[config.mk]
export PLATFORM = sky130hd
export DESIGN_NAME = fw2_ctrl
export DESIGN_NICKNAME = d
export VERILOG_FILES = /design/src/rtl/fw2_pkg.sv /design/src/rtl/fw2_alu.sv /design/src/rtl/fw2_ctrl.sv
export VERILOG_INCLUDE_DIRS = /design/src /design/src/rtl
export SDC_FILE = /design/constraint.sdc
export NUM_CORES = 1
export LEC_CHECK = 0
export ABC_AREA = 1
export BUFFER_PORTS_ARGS = -buffer_cell sky130_fd_sc_hd__buf_2
export CORE_UTILIZATION = 35
export CTS_CLUSTER_DIAMETER = 150
export CTS_CLUSTER_SIZE = 16
export DETAILED_ROUTE_END_ITERATION = 6
export HOLD_SLACK_MARGIN = 0.05
export PLACE_DENSITY = 0.51
export SLEW_MARGIN = 25
export SYNTH_ARGS = -nofsm -noshare
export SYNTH_HDL_FRONTEND = slang
export SYNTH_SLANG_ARGS = --single-unit
[constraint.sdc]
create_clock -name clock -period 5.2 [get_ports clock]
set_input_delay 0.52 -clock clock [delete_from_list [all_inputs] [get_ports clock]]
set_output_delay 0.52 -clock clock [all_outputs]
set_load 0.02 [all_outputs]
[src/rtl/fenwick_2d_range_sum_defines.svh]
// Assertion macros shared by the range-sum block.
// Both expect signals named clock and reset in the module that uses them.
`ifndef FENWICK_2D_RANGE_SUM_DEFINES_SVH
`define FENWICK_2D_RANGE_SUM_DEFINES_SVH

`ifndef NO_ASSERTIONS

// Same-cycle implication
`define FW2_ASSERT_IMP(label, ante, cons) \
   label: assert property (@(posedge clock) disable iff (reset) (ante) |-> (cons)) \
      else $error("fw2 assertion failed");

// Next-cycle implication
`define FW2_ASSERT_NXT(label, ante, cons) \
   label: assert property (@(posedge clock) disable iff (reset) (ante) |=> (cons)) \
      else $error("fw2 assertion failed");

`else

`define FW2_ASSERT_IMP(label, ante, cons)
`define FW2_ASSERT_NXT(label, ante, cons)

`endif

`endif

[src/rtl/fw2_pkg.sv]
package fw2_pkg;

   // Matrix extent held by the tree store
   localparam int MAX_ROWS = 64;
   localparam int MAX_COLS = 64;
   localparam int MAX_DIM  = (MAX_ROWS > MAX_COLS) ? MAX_ROWS : MAX_COLS;

   localparam int ROW_W  = $clog2(MAX_ROWS);
   localparam int COL_W  = $clog2(MAX_COLS);
   localparam int ADDR_W = ROW_W + COL_W;
   // 1-based tree index; an upward step may reach twice the extent
   localparam int IDX_W  = $clog2(2 * MAX_DIM + 1);

   localparam int DATA_W = 32;
   localparam int SIZE_W = 7;

   // Commands
   localparam logic CMD_SET   = 1'b0;
   localparam logic CMD_QUERY = 1'b1;

   // Status codes
   localparam logic STATUS_OK  = 1'b0;
   localparam logic STATUS_ERR = 1'b1;

   // Configuration register indexes
   localparam int CSR_IDX_W = 1;
   localparam logic [CSR_IDX_W-1:0] CSR_ROWS = 1'b0;
   localparam logic [CSR_IDX_W-1:0] CSR_COLS = 1'b1;

   typedef enum logic [3:0] {
      ST_CLEAR,
      ST_IDLE,
      ST_LOAD,
      ST_WALK,
      ST_DRAIN,
      ST_DELTA,
      ST_UPDATE,
      ST_UDRAIN,
      ST_FINISH
   } fw2_state_type;

   typedef struct packed {
      logic              rd_en;
      logic [ADDR_W-1:0] rd_addr;
      logic              wr_en;
      logic [ADDR_W-1:0] wr_addr;
      logic [DATA_W-1:0] wr_data;
   } fw2_mem_req_type;

   typedef struct packed {
      logic              valid;
      logic [DATA_W-1:0] sum;
      logic              status;
   } fw2_result_type;

   // Lowest set bit of a tree index
   function automatic logic [IDX_W-1:0] low_bit(input logic [IDX_W-1:0] n);
      logic [IDX_W-1:0] neg;
      neg = ~n + 1'b1;
      return n & neg;
   endfunction

endpackage

[src/rtl/fw2_alu.sv]
module fw2_alu (
   input  logic [fw2_pkg::DATA_W-1:0] op_a,
   input  logic [fw2_pkg::DATA_W-1:0] op_b,
   input  logic                       op_sub,
   output logic [fw2_pkg::DATA_W-1:0] result
);
   import fw2_pkg::*;

   logic [DATA_W-1:0] b_eff;

   // Add or subtract, wrapping at the word width
   assign b_eff  = op_sub ? ~op_b : op_b;
   assign result = op_a + b_eff + {{(DATA_W-1){1'b0}}, op_sub};

endmodule

[src/rtl/fw2_ctrl.sv]
`include "fenwick_2d_range_sum_defines.svh"

module fw2_ctrl (
   input  logic                       clock,
   input  logic                       reset,
   input  logic                       req_valid,
   input  logic                       req_cmd,
   input  logic [fw2_pkg::ROW_W-1:0]  req_row_first,
   input  logic [fw2_pkg::COL_W-1:0]  req_col_first,
   input  logic [fw2_pkg::ROW_W-1:0]  req_row_last,
   input  logic [fw2_pkg::COL_W-1:0]  req_col_last,
   input  logic [fw2_pkg::DATA_W-1:0] req_value,
   input  logic [fw2_pkg::SIZE_W-1:0] rows_eff,
   input  logic [fw2_pkg::SIZE_W-1:0] cols_eff,
   output logic                       idle,
   output fw2_pkg::fw2_mem_req_type   mem_req,
   input  logic [fw2_pkg::DATA_W-1:0] rd_data,
   input  logic                       out_free,
   output fw2_pkg::fw2_result_type    result
);
   import fw2_pkg::*;

   fw2_state_type     state_ff, state_in;
   logic              cmd_ff, cmd_in;
   logic [IDX_W-1:0]  r1_ff, r1_in, c1_ff, c1_in;
   logic [IDX_W-1:0]  r2p_ff, r2p_in, c2p_ff, c2p_in;
   logic [DATA_W-1:0] val_ff, val_in;
   logic [1:0]        p_ff, p_in;
   logic [IDX_W-1:0]  i_ff, i_in, j_ff, j_in, jst_ff, jst_in;
   logic [DATA_W-1:0] acc_ff, acc_in, delta_ff, delta_in;
   logic              dv_ff, dv_in, dsgn_ff, dsgn_in;
   logic [ADDR_W-1:0] daddr_ff, daddr_in;
   logic              err_ff, err_in;
   logic [ADDR_W-1:0] clr_ff, clr_in;

   logic              accept, ok;
   logic [IDX_W-1:0]  pr, pc;
   logic [IDX_W-1:0]  j_down, i_down, j_up, i_up;
   logic [ROW_W-1:0]  row_addr;
   logic [COL_W-1:0]  col_addr;
   logic              upd_mode;
   logic [DATA_W-1:0] alu_a, alu_b, alu_y;
   logic              alu_sub;

   fw2_alu u_alu (
      .op_a   (alu_a),
      .op_b   (alu_b),
      .op_sub (alu_sub),
      .result (alu_y)
   );

   assign idle   = (state_ff == ST_IDLE);
   assign accept = req_valid && idle;

   // Range check of the incoming command
   always_comb begin
      if (req_cmd == CMD_SET) begin
         ok = (SIZE_W'(req_row_first) < rows_eff) && (SIZE_W'(req_col_first) < cols_eff);
      end else begin
         ok = (req_row_first <= req_row_last) && (req_col_first <= req_col_last) &&
              (SIZE_W'(req_row_last) < rows_eff) && (SIZE_W'(req_col_last) < cols_eff);
      end
   end

   // Corner of the current prefix sum
   always_comb begin
      case (p_ff)
         2'd0: begin pr = r2p_ff; pc = c2p_ff; end
         2'd1: begin pr = r1_ff;  pc = c1_ff;  end
         2'd2: begin pr = r2p_ff; pc = c1_ff;  end
         default: begin pr = r1_ff; pc = c2p_ff; end
      endcase
   end

   // Tree index steps
   assign j_down   = j_ff - low_bit(j_ff);
   assign i_down   = i_ff - low_bit(i_ff);
   assign j_up     = j_ff + low_bit(j_ff);
   assign i_up     = i_ff + low_bit(i_ff);
   assign row_addr = ROW_W'(i_ff - 1'b1);
   assign col_addr = COL_W'(j_ff - 1'b1);
   assign upd_mode = (state_ff == ST_UPDATE) || (state_ff == ST_UDRAIN);

   // Sequencer
   always_comb begin
      state_in = state_ff;
      cmd_in   = cmd_ff;
      r1_in    = r1_ff;
      c1_in    = c1_ff;
      r2p_in   = r2p_ff;
      c2p_in   = c2p_ff;
      val_in   = val_ff;
      p_in     = p_ff;
      i_in     = i_ff;
      j_in     = j_ff;
      jst_in   = jst_ff;
      delta_in = delta_ff;
      err_in   = err_ff;
      clr_in   = clr_ff;

      mem_req         = '0;
      result          = '0;
      result.sum      = acc_ff;
      result.status   = err_ff;

      // Shared adder: accumulate by default
      alu_a   = acc_ff;
      alu_b   = rd_data;
      alu_sub = dsgn_ff;

      case (state_ff)
         ST_CLEAR: begin
            mem_req.wr_en   = 1'b1;
            mem_req.wr_addr = clr_ff;
            clr_in          = clr_ff + 1'b1;
            if (clr_ff == '1) begin
               state_in = ST_IDLE;
            end
         end
         ST_IDLE: begin
            if (accept) begin
               cmd_in = req_cmd;
               r1_in  = IDX_W'(req_row_first);
               c1_in  = IDX_W'(req_col_first);
               val_in = req_value;
               p_in   = 2'd0;
               err_in = ok ? STATUS_OK : STATUS_ERR;
               if (req_cmd == CMD_SET) begin
                  r2p_in = IDX_W'(req_row_first) + 1'b1;
                  c2p_in = IDX_W'(req_col_first) + 1'b1;
               end else begin
                  r2p_in = IDX_W'(req_row_last) + 1'b1;
                  c2p_in = IDX_W'(req_col_last) + 1'b1;
               end
               state_in = ok ? ST_LOAD : ST_FINISH;
            end
         end
         ST_LOAD: begin
            if (pr == '0 || pc == '0) begin
               // Empty prefix: skip it
               if (p_ff == 2'd3) begin
                  state_in = ST_DRAIN;
               end else begin
                  p_in = p_ff + 1'b1;
               end
            end else begin
               i_in     = pr;
               j_in     = pc;
               jst_in   = pc;
               state_in = ST_WALK;
            end
         end
         ST_WALK: begin
            mem_req.rd_en   = 1'b1;
            mem_req.rd_addr = {row_addr, col_addr};
            if (j_down != '0) begin
               j_in = j_down;
            end else if (i_down != '0) begin
               i_in = i_down;
               j_in = jst_ff;
            end else if (p_ff == 2'd3) begin
               state_in = ST_DRAIN;
            end else begin
               p_in     = p_ff + 1'b1;
               state_in = ST_LOAD;
            end
         end
         ST_DRAIN: begin
            state_in = (cmd_ff == CMD_SET) ? ST_DELTA : ST_FINISH;
         end
         ST_DELTA: begin
            alu_a    = val_ff;
            alu_b    = acc_ff;
            alu_sub  = 1'b1;
            delta_in = alu_y;
            i_in     = r1_ff + 1'b1;
            j_in     = c1_ff + 1'b1;
            jst_in   = c1_ff + 1'b1;
            state_in = ST_UPDATE;
         end
         ST_UPDATE: begin
            alu_a           = rd_data;
            alu_b           = delta_ff;
            alu_sub         = 1'b0;
            mem_req.rd_en   = 1'b1;
            mem_req.rd_addr = {row_addr, col_addr};
            if (j_up <= IDX_W'(MAX_COLS)) begin
               j_in = j_up;
            end else if (i_up <= IDX_W'(MAX_ROWS)) begin
               i_in = i_up;
               j_in = jst_ff;
            end else begin
               state_in = ST_UDRAIN;
            end
         end
         ST_UDRAIN: begin
            alu_a    = rd_data;
            alu_b    = delta_ff;
            alu_sub  = 1'b0;
            state_in = ST_FINISH;
         end
         ST_FINISH: begin
            result.valid = out_free;
            if (out_free) begin
               state_in = ST_IDLE;
            end
         end
         default: begin
            state_in = ST_IDLE;
         end
      endcase

      // Write back the node read in the previous cycle
      if (upd_mode && dv_ff) begin
         mem_req.wr_en   = 1'b1;
         mem_req.wr_addr = daddr_ff;
         mem_req.wr_data = alu_y;
      end
   end

   // Accumulate returning reads during the prefix walk
   always_comb begin
      if (accept) begin
         acc_in = '0;
      end else if (dv_ff && !upd_mode) begin
         acc_in = alu_y;
      end else begin
         acc_in = acc_ff;
      end
   end

   assign dv_in    = mem_req.rd_en;
   assign dsgn_in  = p_ff[1];
   assign daddr_in = mem_req.rd_addr;

   // Control state
   always_ff @(posedge clock) begin
      if (reset) begin
         state_ff <= ST_CLEAR;
         clr_ff   <= '0;
         dv_ff    <= 1'b0;
      end else begin
         state_ff <= state_in;
         clr_ff   <= clr_in;
         dv_ff    <= dv_in;
      end
   end

   // Working registers
   always_ff @(posedge clock) begin
      cmd_ff   <= cmd_in;
      r1_ff    <= r1_in;
      c1_ff    <= c1_in;
      r2p_ff   <= r2p_in;
      c2p_ff   <= c2p_in;
      val_ff   <= val_in;
      p_ff     <= p_in;
      i_ff     <= i_in;
      j_ff     <= j_in;
      jst_ff   <= jst_in;
      acc_ff   <= acc_in;
      delta_ff <= delta_in;
      dsgn_ff  <= dsgn_in;
      daddr_ff <= daddr_in;
      err_ff   <= err_in;
   end

   // A write-back never targets the node being read in the same cycle
   `FW2_ASSERT_IMP(a_rmw_no_clash, mem_req.wr_en && mem_req.rd_en,
                   mem_req.wr_addr != mem_req.rd_addr)
   // The store is written only while clearing or updating
   `FW2_ASSERT_IMP(a_write_phase, mem_req.wr_en,
                   state_ff == ST_CLEAR || state_ff == ST_UPDATE || state_ff == ST_UDRAIN)
   // A rejected command goes straight to the result
   `FW2_ASSERT_NXT(a_err_finish, accept && !ok, state_ff == ST_FINISH && acc_ff == '0)

endmodule

==> impl_metrics.ini <==
[outcome]
status = complete, but fails checks
violations = DRC

[clock_network]
clock_path_buffers = 2
insertion_delay_ps = 460
cts_hold_buf = 0
cts_num_sinks = 179
clkSlewWorstSetupHoldPaths_ps = 80
cts_tree = yes
htreeDepth = 4
cts_root_buffer = clkbuf_16
cts_buffers = 17

[timing]
tns_ps = 0
setup_ws_ps = 273
fin_crit_sh_pct = 94.7
slew-limit-headroom_pct = 36.6
finalHoldViolations = 0
finalClockSkew_ps = 11.8
finalSetupViolCount = 0
rsz0062_at_grt = no
maxSlewViolCount = 0
worst_slew_pin_slew_ps = 948
final.min_clock_period_ps = 4930
fmax_mhz = 203

[drt]
firstDrtPassIters = 7
route.detailed.drc = 48
viasPerCell = 5.07
routed_wl_mm = 39.0
drt_iter0_drc = 785
antenna_left = 0
route.vias.total = 11700
detail_route.wl_per_cell_microns = 17.0

[yosys]
synth_top_area_share_pct = 27.6
yosysTopAreaCell = edfxtp_1
yosysSeqAreaShare_pct = 37.4
ys_seq_elements = 179
ys_async_sr_fraction_pct = 0
synth_top_flop_cell = edfxtp_1
synth_edf_count = 117
synth_commonest_cells = nand2_1, inv_1, o21ai_0, nor2_1, edfxtp_1
yosys_warnings = 0
syn_nets = 1830
syn_inst = 1634
synth_area_sq_um = 12700
synth.distinct_cells = 54
synth.most_common_cell = nand2_1
synth_area_leaders = edfxtp_1, dfxtp_1, nand2_1
avgSynthCellArea_sq_um = 7.79

[grt]
top_usage_layer = met1
use_met3_pct = 3.89
antenna_found_initial = 1
grt_use_met2_pct = 30.7
met1_usage_pct = 31.4
overflow = 0
grt_pass1_vias = 11100
grt_pass1_wl_mm = 60.5
grt_max_degree = 51
grtUsageTotal_pct = 21.1

[finish]
area_delta_synth_final_pct = 18.0
finalNonFillerCells = 2299
drive_gt1_share_pct = 17.5
fin_area_sq_um = 15000
nets = 2020

[min_path]
hold_class = in -> reg

[floorplan]
die_h_microns = 193
initial_utilization_pct = 35.7
die_w_microns = 193
core_sq_um = 35700
num_rows = 69
pin_count = 200
fp.dieArea_sq_um = 37100

[worst_setup_path]
end_kind = output pin
path_max_fanout = 20
required_ps = 4680
criticalPathCategory = reg -> out
critPathLaunchType = register
critical_path_arrival_ps = 4410

[power]
swShare_pct = 41.3
p_comb_share_pct = 41.9
p_int_uw = 3430
vdd_drop_max_mv = 0.286
clock_power_share_pct = 25.5
p_sw_uw = 2410
p_total_uw = 5840
powerDensity_nw_per_um2 = 389
leakagePower_uw = 0.00731
seqPwrFrac_pct = 32.7

[placement]
dp_cells = 2262
dp_hpwl_mm = 29.6
placed_area_sq_um = 14300
placement.io_buffers = 199
pre_cts_slack_ps = 520
gp_congestion = 0.929

[run]
drv_cap = 0
power by group through the flow:
stage	combinational [uW]	clock, uW	sequential [uW]
after floorplan	1590	0	2000
after global placement	2380	0	1940
after detailed placement	2390	0	1940
after CTS	2400	1520	1910
after global routing	2750	1570	1930
final	2450	1490	1910
layer usage:
metal,wire [microns],vias to the layer above
met5,0,-
met3,2120,22
met4,529,0
li1,-,5911
met2,16300,307
met1,20100,5411
cells in the final DEF, fill, tap and decap left out, drive strengths merged, types with 2 or more instances in the layout:
cell and count:
a221o 55, and2 4, or2 6, xnor2 9, a22oi 2, clkinvlp 4
a21o 4, a21oi 84, a31oi 15, nor2 147, clkinv 2, a211oi 2
clkbuf 18, buf 225, bufinv 5, o22ai 3, nor3 26, edfxtp 117
nor4 4, ha 88, inv 256, dfxtp 62, o2111ai 4, o211ai 21
nand3 81, o21a 3, o21ai 163, nand2 327, o21bai 12, nand4 14
nor3b 2, xor2 62
worst max-delay path, cell delays in order, from the launching register on:
cell	delay [ps]
dfxtp_1	460
inv_2	70
nand2_2	180
nor2_4	60
o21ai_2	250
clkinvlp_4	230
buf_4	290
xor2_1	210
ha_1	370
a21oi_1	330
o21ai_0	150
a21oi_1	140
nand3_1	200
nand2_1	120
o211ai_1	140
nand2_1	120
inv_1	40
o21ai_0	270
a21oi_1	130
buf_2	180
worst paths after layout:
kind	startpoint	endpoint	slack, ps	cells past startpoint
min	req_value[20]	val_ff[20]	230	1
max	state_ff[3]	mem_req[28]	270	19
min reg2reg	p_ff[1]	dsgn_ff	460	0
max reg2reg	state_ff[3]	delta_ff[28]	1210	18
state kept, by name, indices dropped and copies added (netlist names), 7 cells and up:
| signal | flops |
|---|---|
| r2p_ff | 7 |
| delta_ff | 32 |
| acc_ff | 32 |
| jst_ff | 7 |
| c2p_ff | 7 |
| clr_ff | 12 |
| val_ff | 32 |
| i_ff | 8 |
| daddr_ff | 12 |
| j_ff | 8 |
through the flow:
stage          hold slack, ps  utilization (%)
4_1_cts                   212             41.9
6_report                  235             42.1
3_5_place_dp              449             40.0
2_1_floorplan             399                -
5_1_grt                   209             42.1
3_3_place_gp              437             40.0
cells by family (layout without fill, tap and decap cells):
| logic type | after synthesis | in the layout | synth area share (%) |
|---|---|---|---|
| other | 0 | 1 | 0 |
| flip-flops | 179 | 179 | 37.4 |
| adder cells (fa/ha/maj) | 89 | 89 | 8.81 |
| XOR/XNOR | 71 | 71 | 5.12 |
| AO/OA/AOI/OAI | 373 | 373 | 18.3 |
| AND/OR/NAND/NOR | 613 | 614 | 21.1 |
| buffers and inverters | 308 | 510 | 9.22 |
| multiplexers | 1 | 1 | 0.0787 |
area by class of cell:
| class | count | area (sq um) |
|---|---|---|
| clock inverter | 14 | 223 |
| multi-input combinational | 1148 | 6850 |
| clock buffer | 18 | 439 |
| antenna | 1 | 2.50 |
| timing repair buffer | 225 | 1220 |
| fill | 3709 | 20600 |
| tap | 461 | 577 |
| inverter | 253 | 953 |
| sequential | 179 | 4760 |
what timing repair did:
action,in CTS,in global routing
buffers inserted,0,3
endpoints found under the setup margin,0,12
resized for setup,0,15
(Power assumes the default switching activity.)
